**src/sv/scca_pkg.sv**
```systemverilog
// Shared types and constants of the size-class chunk allocator.
package scca_pkg;

  localparam int SIZE_W      = 17;  // byte counts, class sizes, pool size
  localparam int OFF_W       = 16;  // pool byte offsets
  localparam int CLS_W       = 2;   // size class index
  localparam int STAT_W      = 3;
  localparam int ALIGN_W     = 4;
  localparam int NUM_CLASSES = 4;
  localparam int AL_W        = SIZE_W + 1;  // aligned start and chunk end
  localparam int CFG_IDX_W   = 3;
  localparam int CFG_DATA_W  = SIZE_W;

  localparam logic [SIZE_W-1:0] POOL_CAP = SIZE_W'(1) << OFF_W;

  // Commands
  localparam logic CMD_ALLOC = 1'b0;
  localparam logic CMD_FREE  = 1'b1;

  // Result status codes
  localparam logic [STAT_W-1:0] ST_OK         = 3'd0;
  localparam logic [STAT_W-1:0] ST_NO_CLASS   = 3'd1;
  localparam logic [STAT_W-1:0] ST_POOL_EXH   = 3'd2;
  localparam logic [STAT_W-1:0] ST_TABLE_FULL = 3'd3;
  localparam logic [STAT_W-1:0] ST_NOT_FOUND  = 3'd4;
  localparam logic [STAT_W-1:0] ST_ALREADY    = 3'd5;

  // Register indexes
  localparam logic [CFG_IDX_W-1:0] REG_CLASS0 = 3'd0;
  localparam logic [CFG_IDX_W-1:0] REG_CLASS1 = 3'd1;
  localparam logic [CFG_IDX_W-1:0] REG_CLASS2 = 3'd2;
  localparam logic [CFG_IDX_W-1:0] REG_CLASS3 = 3'd3;
  localparam logic [CFG_IDX_W-1:0] REG_ALIGN  = 3'd4;
  localparam logic [CFG_IDX_W-1:0] REG_POOL   = 3'd5;

  localparam logic [ALIGN_W-1:0] ALIGN_RST = 4'd3;

  typedef struct packed {
    logic              cmd;
    logic [SIZE_W-1:0] req_bytes;
    logic [OFF_W-1:0]  free_offset;
  } in_beat_t;

  typedef struct packed {
    logic [STAT_W-1:0] status;
    logic [OFF_W-1:0]  chunk_offset;
    logic [CLS_W-1:0]  class_index;
  } out_beat_t;

  // One chunk table entry
  typedef struct packed {
    logic [OFF_W-1:0] off;
    logic [CLS_W-1:0] cls;
    logic             is_free;
  } ent_t;

  // Class selection result
  typedef struct packed {
    logic              found;
    logic [CLS_W-1:0]  idx;
    logic [SIZE_W-1:0] size;
  } cls_sel_t;

  typedef logic [NUM_CLASSES-1:0][SIZE_W-1:0] class_sizes_t;

endpackage

```
**src/sv/size_class_chunk_allocator_top.sv**
```systemverilog
// Top level of the size-class chunk allocator: control, chunk table memory, config.
//
// Segregated-fit pool allocator. Each input beat is an allocate of req_bytes or a
// free of free_offset, and yields exactly one result beat. An allocate picks the
// smallest nonzero class that holds the request, reuses that class's free chunk
// with the lowest offset, and otherwise carves a new chunk from a bump pointer
// aligned to 2^align_log2, if it fits below min(pool_bytes, 64 KiB) and the chunk
// table has room. A free marks a recorded chunk free, or reports it unknown or
// already free. The chunk table is a single-port-read synchronous RAM of
// MAX_ENTRIES words that is scanned one entry per cycle. The next beat can be taken
// in the cycle after the result is loaded. A result waits in an output register,
// so the next request is accepted while it is still pending; that request then
// holds in its decide step until the output register frees up. No clearing pass
// is needed: only entries below entry_count are ever read. Config registers must
// be written only while the block is idle; the block itself does not enforce
// this.
module size_class_chunk_allocator_top
  import scca_pkg::*;
#(
  parameter int MAX_ENTRIES = 64
) (
  input  logic                  clk,
  input  logic                  rst_n,
  // request channel
  input  logic                  in_valid,
  output logic                  in_ready,
  input  in_beat_t              in_data,
  // result channel
  output logic                  out_valid,
  input  logic                  out_ready,
  output out_beat_t             out_data,
  // config write port
  input  logic                  cfg_we,
  input  logic [CFG_IDX_W-1:0]  cfg_index,
  input  logic [CFG_DATA_W-1:0] cfg_wdata
);

  localparam int AW    = (MAX_ENTRIES > 1) ? $clog2(MAX_ENTRIES) : 1;
  localparam int CNT_W = $clog2(MAX_ENTRIES + 1);

  // FSM codes
  localparam logic [1:0] S_IDLE   = 2'd0;
  localparam logic [1:0] S_SCAN   = 2'd1;
  localparam logic [1:0] S_DECIDE = 2'd2;

  // ---------------- config registers ----------------
  class_sizes_t       class_size_r;
  logic [ALIGN_W-1:0] align_log2_r;
  logic [SIZE_W-1:0]  pool_bytes_r;

  always_ff @(posedge clk) begin
    if (!rst_n) begin
      class_size_r <= '0;
      align_log2_r <= ALIGN_RST;
      pool_bytes_r <= POOL_CAP;
    end else if (cfg_we) begin
      unique case (cfg_index) inside
        REG_CLASS0, REG_CLASS1, REG_CLASS2, REG_CLASS3:
          class_size_r[cfg_index[CLS_W-1:0]] <= cfg_wdata;
        REG_ALIGN: align_log2_r <= cfg_wdata[ALIGN_W-1:0];
        REG_POOL:  pool_bytes_r <= cfg_wdata;
        default: ;  // unmapped index: ignored
      endcase
    end
  end

  // ---------------- class selection ----------------
  cls_sel_t sel;

  scca_class_sel u_class_sel (
    .class_size (class_size_r),
    .req_bytes  (in_data.req_bytes),
    .sel        (sel)
  );

  // ---------------- state ----------------
  logic [1:0]        state_r, state_nxt;
  logic [CNT_W-1:0]  count_r, count_nxt;
  logic [SIZE_W-1:0] bump_r, bump_nxt;
  logic              out_valid_r, out_valid_nxt;
  out_beat_t         out_r, out_nxt;

  // per-item working registers
  logic              cmd_r, cmd_nxt;
  logic [OFF_W-1:0]  foff_r, foff_nxt;
  logic              cls_ok_r, cls_ok_nxt;
  logic [CLS_W-1:0]  best_idx_r, best_idx_nxt;
  logic [SIZE_W-1:0] best_size_r, best_size_nxt;
  logic [CNT_W-1:0]  rd_idx_r, rd_idx_nxt;
  logic              cmp_vld_r, cmp_vld_nxt;
  logic [AW-1:0]     cmp_idx_r, cmp_idx_nxt;
  logic              hit_vld_r, hit_vld_nxt;
  logic [AW-1:0]     hit_idx_r, hit_idx_nxt;
  ent_t              hit_ent_r, hit_ent_nxt;
  logic [AL_W-1:0]   aligned_r, aligned_nxt;
  logic [SIZE_W-1:0] limit_r, limit_nxt;
  logic              over_r, over_nxt;

  // chunk table memory
  ent_t              mem [MAX_ENTRIES];
  ent_t              rd_data_r;
  logic              rd_en;
  logic [AW-1:0]     rd_addr;
  logic              wr_en;
  logic [AW-1:0]     wr_addr;
  ent_t              wr_data;

  always_ff @(posedge clk) begin
    if (wr_en) mem[wr_addr] <= wr_data;
    if (rd_en) rd_data_r <= mem[rd_addr];
  end

  // ---------------- control ----------------
  logic            out_slot_free;
  logic [AL_W-1:0] amask;
  logic [AL_W-1:0] chunk_end;
  logic            pool_bad;
  logic            tbl_full;

  assign out_slot_free = !out_valid_r || out_ready;
  assign amask     = (AL_W'(1) << align_log2_r) - AL_W'(1);
  assign chunk_end = aligned_r + AL_W'(best_size_r);
  assign pool_bad  = over_r || (chunk_end > AL_W'(limit_r));
  assign tbl_full  = (count_r == CNT_W'(MAX_ENTRIES));

  assign in_ready  = (state_r == S_IDLE);
  assign out_valid = out_valid_r;
  assign out_data  = out_r;

  always_comb begin
    state_nxt     = state_r;
    count_nxt     = count_r;
    bump_nxt      = bump_r;
    out_valid_nxt = out_valid_r;
    out_nxt       = out_r;
    cmd_nxt       = cmd_r;
    foff_nxt      = foff_r;
    cls_ok_nxt    = cls_ok_r;
    best_idx_nxt  = best_idx_r;
    best_size_nxt = best_size_r;
    rd_idx_nxt    = rd_idx_r;
    cmp_vld_nxt   = 1'b0;
    cmp_idx_nxt   = cmp_idx_r;
    hit_vld_nxt   = hit_vld_r;
    hit_idx_nxt   = hit_idx_r;
    hit_ent_nxt   = hit_ent_r;
    aligned_nxt   = aligned_r;
    limit_nxt     = limit_r;
    over_nxt      = over_r;
    rd_en         = 1'b0;
    rd_addr       = rd_idx_r[AW-1:0];
    wr_en         = 1'b0;
    wr_addr       = hit_idx_r;
    wr_data       = hit_ent_r;

    if (out_valid_r && out_ready) out_valid_nxt = 1'b0;

    unique case (state_r)
      S_IDLE: begin
        if (in_valid) begin
          cmd_nxt       = in_data.cmd;
          foff_nxt      = in_data.free_offset;
          cls_ok_nxt    = sel.found;
          best_idx_nxt  = sel.idx;
          best_size_nxt = sel.size;
          rd_idx_nxt    = '0;
          hit_vld_nxt   = 1'b0;
          // no class fits: nothing to scan
          state_nxt = (in_data.cmd == CMD_ALLOC && !sel.found) ? S_DECIDE : S_SCAN;
        end
      end

      S_SCAN: begin
        // carve candidate, settles while the table is scanned
        aligned_nxt = (AL_W'(bump_r) + amask) & ~amask;
        limit_nxt   = (pool_bytes_r > POOL_CAP) ? POOL_CAP : pool_bytes_r;
        over_nxt    = (bump_r >= limit_nxt);

        // read one entry per cycle
        if (rd_idx_r < count_r) begin
          rd_en       = 1'b1;
          rd_idx_nxt  = rd_idx_r + CNT_W'(1);
          cmp_vld_nxt = 1'b1;
          cmp_idx_nxt = rd_idx_r[AW-1:0];
        end

        // compare the entry read last cycle
        if (cmp_vld_r) begin
          if (cmd_r == CMD_ALLOC) begin
            if (rd_data_r.cls == best_idx_r && rd_data_r.is_free &&
                (!hit_vld_r || rd_data_r.off < hit_ent_r.off)) begin
              hit_vld_nxt = 1'b1;
              hit_idx_nxt = cmp_idx_r;
              hit_ent_nxt = rd_data_r;
            end
          end else if (!hit_vld_r && rd_data_r.off == foff_r) begin
            hit_vld_nxt = 1'b1;
            hit_idx_nxt = cmp_idx_r;
            hit_ent_nxt = rd_data_r;
          end
        end

        if (rd_idx_r == count_r && !cmp_vld_r) state_nxt = S_DECIDE;
      end

      S_DECIDE: begin
        // all updates happen together with loading the result
        if (out_slot_free) begin
          out_valid_nxt = 1'b1;
          state_nxt     = S_IDLE;
          out_nxt       = '0;
          if (cmd_r == CMD_ALLOC) begin
            if (!cls_ok_r) begin
              out_nxt.status = ST_NO_CLASS;
            end else if (hit_vld_r) begin
              out_nxt.status       = ST_OK;
              out_nxt.chunk_offset = hit_ent_r.off;
              out_nxt.class_index  = best_idx_r;
              wr_en           = 1'b1;
              wr_data         = hit_ent_r;
              wr_data.is_free = 1'b0;
            end else if (pool_bad) begin
              out_nxt.status = ST_POOL_EXH;
            end else if (tbl_full) begin
              out_nxt.status = ST_TABLE_FULL;
            end else begin
              out_nxt.status       = ST_OK;
              out_nxt.chunk_offset = aligned_r[OFF_W-1:0];
              out_nxt.class_index  = best_idx_r;
              wr_en           = 1'b1;
              wr_addr         = count_r[AW-1:0];
              wr_data.off     = aligned_r[OFF_W-1:0];
              wr_data.cls     = best_idx_r;
              wr_data.is_free = 1'b0;
              count_nxt       = count_r + CNT_W'(1);
              bump_nxt        = chunk_end[SIZE_W-1:0];
            end
          end else begin
            if (hit_vld_r) begin
              out_nxt.chunk_offset = hit_ent_r.off;
              out_nxt.class_index  = hit_ent_r.cls;
              if (hit_ent_r.is_free) begin
                out_nxt.status = ST_ALREADY;
              end else begin
                out_nxt.status  = ST_OK;
                wr_en           = 1'b1;
                wr_data         = hit_ent_r;
                wr_data.is_free = 1'b1;
              end
            end else begin
              out_nxt.status = ST_NOT_FOUND;
            end
          end
        end
      end

      default: state_nxt = S_IDLE;
    endcase
  end

  // control registers
  always_ff @(posedge clk) begin
    if (!rst_n) begin
      state_r     <= S_IDLE;
      count_r     <= '0;
      bump_r      <= '0;
      out_valid_r <= 1'b0;
      rd_idx_r    <= '0;
      cmp_vld_r   <= 1'b0;
      hit_vld_r   <= 1'b0;
    end else begin
      state_r     <= state_nxt;
      count_r     <= count_nxt;
      bump_r      <= bump_nxt;
      out_valid_r <= out_valid_nxt;
      rd_idx_r    <= rd_idx_nxt;
      cmp_vld_r   <= cmp_vld_nxt;
      hit_vld_r   <= hit_vld_nxt;
    end
  end

  // payload registers
  always_ff @(posedge clk) begin
    out_r       <= out_nxt;
    cmd_r       <= cmd_nxt;
    foff_r      <= foff_nxt;
    cls_ok_r    <= cls_ok_nxt;
    best_idx_r  <= best_idx_nxt;
    best_size_r <= best_size_nxt;
    cmp_idx_r   <= cmp_idx_nxt;
    hit_idx_r   <= hit_idx_nxt;
    hit_ent_r   <= hit_ent_nxt;
    aligned_r   <= aligned_nxt;
    limit_r     <= limit_nxt;
    over_r      <= over_nxt;
  end

endmodule

```
**src/sv/scca_class_sel.sv**
```systemverilog
// Smallest-fit size class selection for an allocate request.
module scca_class_sel
  import scca_pkg::*;
(
  input  class_sizes_t      class_size,
  input  logic [SIZE_W-1:0] req_bytes,
  output cls_sel_t          sel
);

  // Strict compare keeps the lowest index among equal sizes.
  always_comb begin
    sel = '0;
    for (int k = 0; k < NUM_CLASSES; k++) begin
      if (class_size[k] != '0 && req_bytes <= class_size[k] &&
          (!sel.found || class_size[k] < sel.size)) begin
        sel.found = 1'b1;
        sel.idx   = CLS_W'(k);
        sel.size  = class_size[k];
      end
    end
  end

endmodule

```
**config.mk**
```make
export PLATFORM = sky130hd
export DESIGN_NAME = size_class_chunk_allocator_top
export DESIGN_NICKNAME = d
export VERILOG_FILES = /design/src/sv/scca_pkg.sv /design/src/sv/size_class_chunk_allocator_top.sv /design/src/sv/scca_class_sel.sv
export SDC_FILE = /design/constraint.sdc
export NUM_CORES = 2
export LEC_CHECK = 0
export BUFFER_PORTS_ARGS = -buffer_cell sky130_fd_sc_hd__buf_2
export CAP_MARGIN = 20
export CORE_MARGIN = 1.5
export CORE_UTILIZATION = 50
export DETAILED_ROUTE_END_ITERATION = 7
export HOLD_SLACK_MARGIN = 0.12
export PLACE_DENSITY = 0.66
export SETUP_SLACK_MARGIN = 0.15
export SLEW_MARGIN = 20
export SYNTH_ARGS = -nofsm -noshare
export SYNTH_HDL_FRONTEND = slang
export SYNTH_HIERARCHICAL = 1
export SYNTH_SLANG_ARGS = --single-unit
```
**constraint.sdc**
```tcl
create_clock -name clk -period 9.3 [get_ports clk]
set_input_delay 0.465 -clock clk [delete_from_list [all_inputs] [get_ports clk]]
set_output_delay 0.465 -clock clk [all_outputs]
set_load 0.1 [all_outputs]
```
======== After elaboration in Yosys (flattened, before gate mapping) ========
Memory sizes are Yosys's and may differ from the RTL's. A register that Yosys moved wholly into a read port is not among the register bits.
Cells that the tools add are included.
word-level totals
  bits in registers ....................... 250
  memories kept ........................... 1
  output and inout port bits .............. 23
  bits of input ports ..................... 59
  RAM bits ................................ 1216
memory list
  memory  depth  width  rd ports  clocked after memory_dff  wr ports  RTL line                               RTL
  mem     64     19     1         1                         1         size_class_chunk_allocator_top.sv:100  ent_t mem [MAX_ENTRIES];
cells by class
  bitwise operators ....................... 7
  shift-type cells ........................ 1
  reduce and logical (&&, ||, !) cells .... 48
  add/sub/neg operators ................... 5
  eq/ne operators ......................... 19
  order comparisons ....................... 14
  muxes and demuxes ....................... 70
operators by type and width
  kind                                                                  number
  19-bit 2-to-1 mux                                                     10
  20-bit 2-to-1 mux                                                     5
  18-bit 2-to-1 mux                                                     4
  68-bit bitwise mux                                                    1
  17-bit less-or-equal comparator                                       4
  17-bit nonzero test                                                   4
  6-bit 2-to-1 mux                                                      10
  17-bit < comparator                                                   3
  17-bit demux with 2-bit select                                        1
  17-bit 2-to-1 mux                                                     2
  1-bit 2-to-1 mux                                                      22
  21-bit 2-to-1 mux                                                     1
  17-bit by 18-bit adder with 18-bit output                             1
  18-bit by 17-bit adder with 18-bit output                             1
  18-bit AND                                                            1
  18-bit by 17-bit greater-than comparator with 1-bit output            1
  18-bit NOT                                                            1
  1-bit by 4-bit left shift with 18-bit output, first input constant    1
  18-bit by 2-bit subtractor with 18-bit output, second input constant  1
  17-bit >= comparator                                                  1
  17-bit greater-than comparator, second input constant                 1
  16-bit equality test                                                  1
  16-bit < comparator                                                   1
  7-bit by 1-bit adder with 7-bit output, second input constant         2
  other kinds (34)                                                      84

======== Longest topological paths before layout ========
  depth after elaboration ................. 20
  mapped depth ............................ 45

======== Hierarchy ========
Netlist, hierarchy kept.
modules (own cells, without submodules)
  module                          instances  cells an instance  area each (um^2)  seq. area each (um^2)
  size_class_chunk_allocator_top  1          3134               59580.9           43341.6
  scca_class_sel                  1          487                3804.9            0.0

======== Least setup slack after synthesis ========
OpenSTA, ideal clock, no wires.
  path kind ............................... input port to flip-flop
  from .................................... input port in_data[32] in the netlist's numbering
  to ...................................... register best_size_r[10], data pin
  library setup time ...................... 260 ps
  slack ................................... 791 ps
  arrival time ............................ 8248 ps
  stages on the path ...................... 40
  path through ............................ ha_1 -> nand3_1 -> nor4_2 -> nand4_1 -> nand2_1 -> clkbuf_1 -> nand2_1 -> ha_1 -> and3_1 -> a2111oi_0 -> o21ai_0 -> a21o_2 -> a21boi_2 -> nor2_4 -> buf_4 -> mux2_2 -> ha_1 -> a21o_1 -> [... 4 more ...] -> o221ai_1 -> or3_2 -> o22a_1 -> buf_6 -> buf_12 -> mux2i_1 -> inv_1 -> ha_1 -> a21o_1 -> a21oi_1 -> nor2b_1 -> o21ai_0 -> a211oi_1 -> o32ai_1 -> nor3b_1 -> a31oi_4 -> buf_8 -> mux2_4
RTL lines
  element               RTL line                               RTL
  start, declared       size_class_chunk_allocator_top.sv:27   input in_beat_t in_data,
  end signal, assigned  size_class_chunk_allocator_top.sv:289  best_size_r <= best_size_nxt;
  end, declared         size_class_chunk_allocator_top.sv:88   logic [SIZE_W-1:0] best_size_r, best_size_nxt;

==> results.md <==
- Clock skew: 0.0319 ns
- Die area: 0.129 mm^2
- R2r endpoint: best_size_r[10]
- Flop pwr share: 49.2%
- Sw power: 3.68 mW
- I/O pin count: 82
- Crit Path Max Fanout: 19
- Hold endpoint: hit_vld_r
- Crit path max-delay cell type: nor4_1
- Register area: 0.0434 mm^2
- P_leak: 23.4 nW
- Tot Pwr: 15.1 mW
- TritonCTS Buffers: 152
- All-Layer GR Usage: 25.3%
- Count of pins over their slew limit: 0
- Final Hold Fails: 0
- H-tree Lvls: 4
- Final Net Count: 4130
- Max stage delay on crit path: 0.50 ns
- Required time of the critical path: 9.80 ns
- Die width: 359 um
- Congestion Overflow GR: 0
- Crit. End Element: flip-flop
- Largest net degree at the start of global routing: 135
- Layout Utilization: 57.2%
- Detailed router's first-iteration violation count: 3672
- Peak supply drop: 144 uV
- Clock power share: 39.6%
- Post-layout min period: 8.67 ns
- Drt wl/cell: 28.8 um
- Gpl congestion: 0.914
- Clk root buf: clkbuf_16
- WHS: 0.195 ns
- Pre-Repair DR Iteration Count: 5
- RSZ-0062 raised after global routing: yes
- Final cell count without fillers: 5634
- Worst endpoint data arrival time: 9.18 ns
- Yosys warning total: 6
- Worst r2r src: class_size_r[2]
- Synthesized instance count: 3621
- Min-Delay Path Class: in -> reg
- Hold Startpoint: in_valid
- R2R depth: 40
- Int Power: 11.5 mW
- Share of cells above drive strength 1: 25.0%
- Worst-Skew Late Latency: 0.77 ns
- Rel. slew slack: 25.0%
- Crit start category: flip-flop
- Status: completed
- Max Cap Viol: 0
- Fraction of registers with async set/reset: 0%
- Fmax: 0.115 GHz
- Final worst path period share: 93.3%
- Fin area: 0.0720 mm^2
- CTS sink count: 1485
- Comb pwr share: 11.2%
- Layout area overhead: 13.6%
- Starting Density: 50.4%
- Dpl ws: 0.0255 ns
- Area of the multi-input gates: 0.0193 mm^2
- Clock Pin Slew Worst Setup and Hold Paths: 0.06 ns
- Fill cells: 9460
- Distinct cells, synth: 109
- Crit path kind: reg -> reg
- Cell area after placement: 0.0666 mm^2
- Die Ht: 359 um
- Sw Share: 24.3%
- CTS tree: yes
- Min setup slack post-route: 0.626 ns
- Final setup fails: 0
- Vias: 34300
- HPWL Detailed: 100000 um
- Register bit total from synthesis: 1485
- Num rows: 130
- Vias/cell: 6.09
- Final WL: 162000 um
- Pwr per Cell Area: 210 mW/mm^2
- Worst hold stages: 4
- DP Cell Count: 5314
- Worst slew pin tran: 1.13 ns
- Remaining DRCs: 0
- EDFF count, synth: 1360
- Top_reg_cell synth: edfxtp_1
- Post-route ant nets: 0
- Core area: 0.126 mm^2
- Mapped Area: 0.0634 mm^2
- Syn_area_per_cell: 17.5 um^2
- Register area share after synthesis: 68.4%
- Vias in the first global route: 34100
- Mapped Nets: 3891
- Port Buffers: 81
- Worst R2R Setup Slack: 0.63 ns
- First-pass GRT wire length: 236000 um
- Max Root-Sink Buffers: 3
- Final setup TNS: 0 ns
- Cell mode on critical path: a21o_1
- Initial antenna violation count: 8
## worst max path at each step
stage,from,endpoint,slack [ns],cells past startpoint
final,class_size_r[2],best_size_r[10],0.63,40
after global routing,class_size_r[2],best_size_r[12],0.15,40
after CTS,class_size_r[15],best_size_r[4],0.15,39
after detailed placement,in_data[32],best_size_r[4],0.03,39
after global placement,in_data[32],best_size_r[9],0.14,38
after floorplan,in_data[32],best_size_r[10],0.79,40
## synth_stat cells (33+ instances only)
library cell     n  area, um^2
nor3_1          36         180
nor2_1         113         424
edfxtp_1      1360       40800
clkbuf_1       101         379
a21oi_1        180         901
dfxtp_1        125        2500
inv_1          162         608
mux4_2         399        8990
a21o_1          39         293
nand3_1         35         175
o21ai_0         60         300
xnor2_1         36         315
nand2_1        318        1190
ha_1           209        2620
nand4_1         33         206
## worst max-delay path, delay by kind of cell (launching register included)
family,cells,cell delay [ns]
AOI/OAI and AO/OA,21,3.47
and+or+nand+nor,9,2.22
buffers and inverters,4,0.66
muxes,3,0.88
DFF,1,0.34
adders and majority gates,3,0.84
## cell families (layout without fill, tap and decap cells)
family                   after synthesis  count (layout)  share of synthesized area (%)
flip-flops                          1485            1485                           68.4
AND/OR/NAND/NOR                      679             679                           5.09
multiplexers                         464             464                           15.3
AO/OA/AOI/OAI                        414             414                           4.27
buffers and inverters                316             676                           2.04
adder cells (fa/ha/maj)              211             211                           4.19
XOR/XNOR                              51              51                          0.705
other                                  1               4                        0.00592
## flip-flops by register name, summed over array words and instances (netlist names), 6 cells and up
| register | cells |
|---|---|
| cmp_idx_r | 6 |
| hit_idx_r | 6 |
| mem | 1216 |
| pool_bytes_r | 17 |
| aligned_r | 18 |
| count_r | 7 |
| hit_ent_r | 19 |
| out_data | 21 |
| foff_r | 16 |
| bump_r | 17 |
| limit_r | 17 |
| rd_data_r | 19 |
| rd_idx_r | 7 |
| best_size_r | 17 |
| class_size_r | 68 |
## cells in the final DEF, fill, tap and decap left out, types with 34 or more instances in the layout
cell type / n
dlygate4sd3_1: 37
a21o_1: 39
mux4_2: 399
inv_1: 161
xnor2_1: 36
buf_4: 110
nor2_2: 36
buf_2: 81
nand3_1: 34
dfxtp_1: 119
edfxtp_1: 1360
ha_1: 209
a21oi_1: 179
nand2_1: 317
nor2_1: 77
o21ai_0: 44
clkbuf_16: 155
clkinv_1: 37
clkbuf_1: 42
## timing repair
item | in CTS | in global routing
buffers inserted | 0 | 4
endpoints found under the setup margin | 0 | 19
hold buffers | 37 | 0
endpoints found under the hold margin | 107 | 0
resized for setup | 0 | 19
## layout make-up
cell class / count / area share, %
sequential: 1485 / 60.2
multi-input combinational: 1820 / 26.8
clock buffer: 197 / 5.61
tap: 1650 / 2.87
timing repair buffer: 236 / 2.46
clock inverter: 78 / 1.18
inverter: 165 / 0.862
antenna: 3 / 0.0104
## power by group through the flow
stage / Combinational (mW) / Clock [mW] / Sequential [mW]
global placement: 1.66 / 0 / 7.59
finish: 1.69 / 5.99 / 7.45
CTS: 1.69 / 6.07 / 7.45
global route: 1.82 / 6.33 / 7.45
floorplan: 1.20 / 0 / 7.58
detailed placement: 1.68 / 0 / 7.59
## metal layers
metal	wire (um)	share of wire (%)	GRT usage, %
met1	66000	41	34.8
met2	78400	48	40.8
met3	11600	7.2	4.21
met4	6260	3.9	9.77
met5	0	0	0
(Power assumes the default switching activity.)
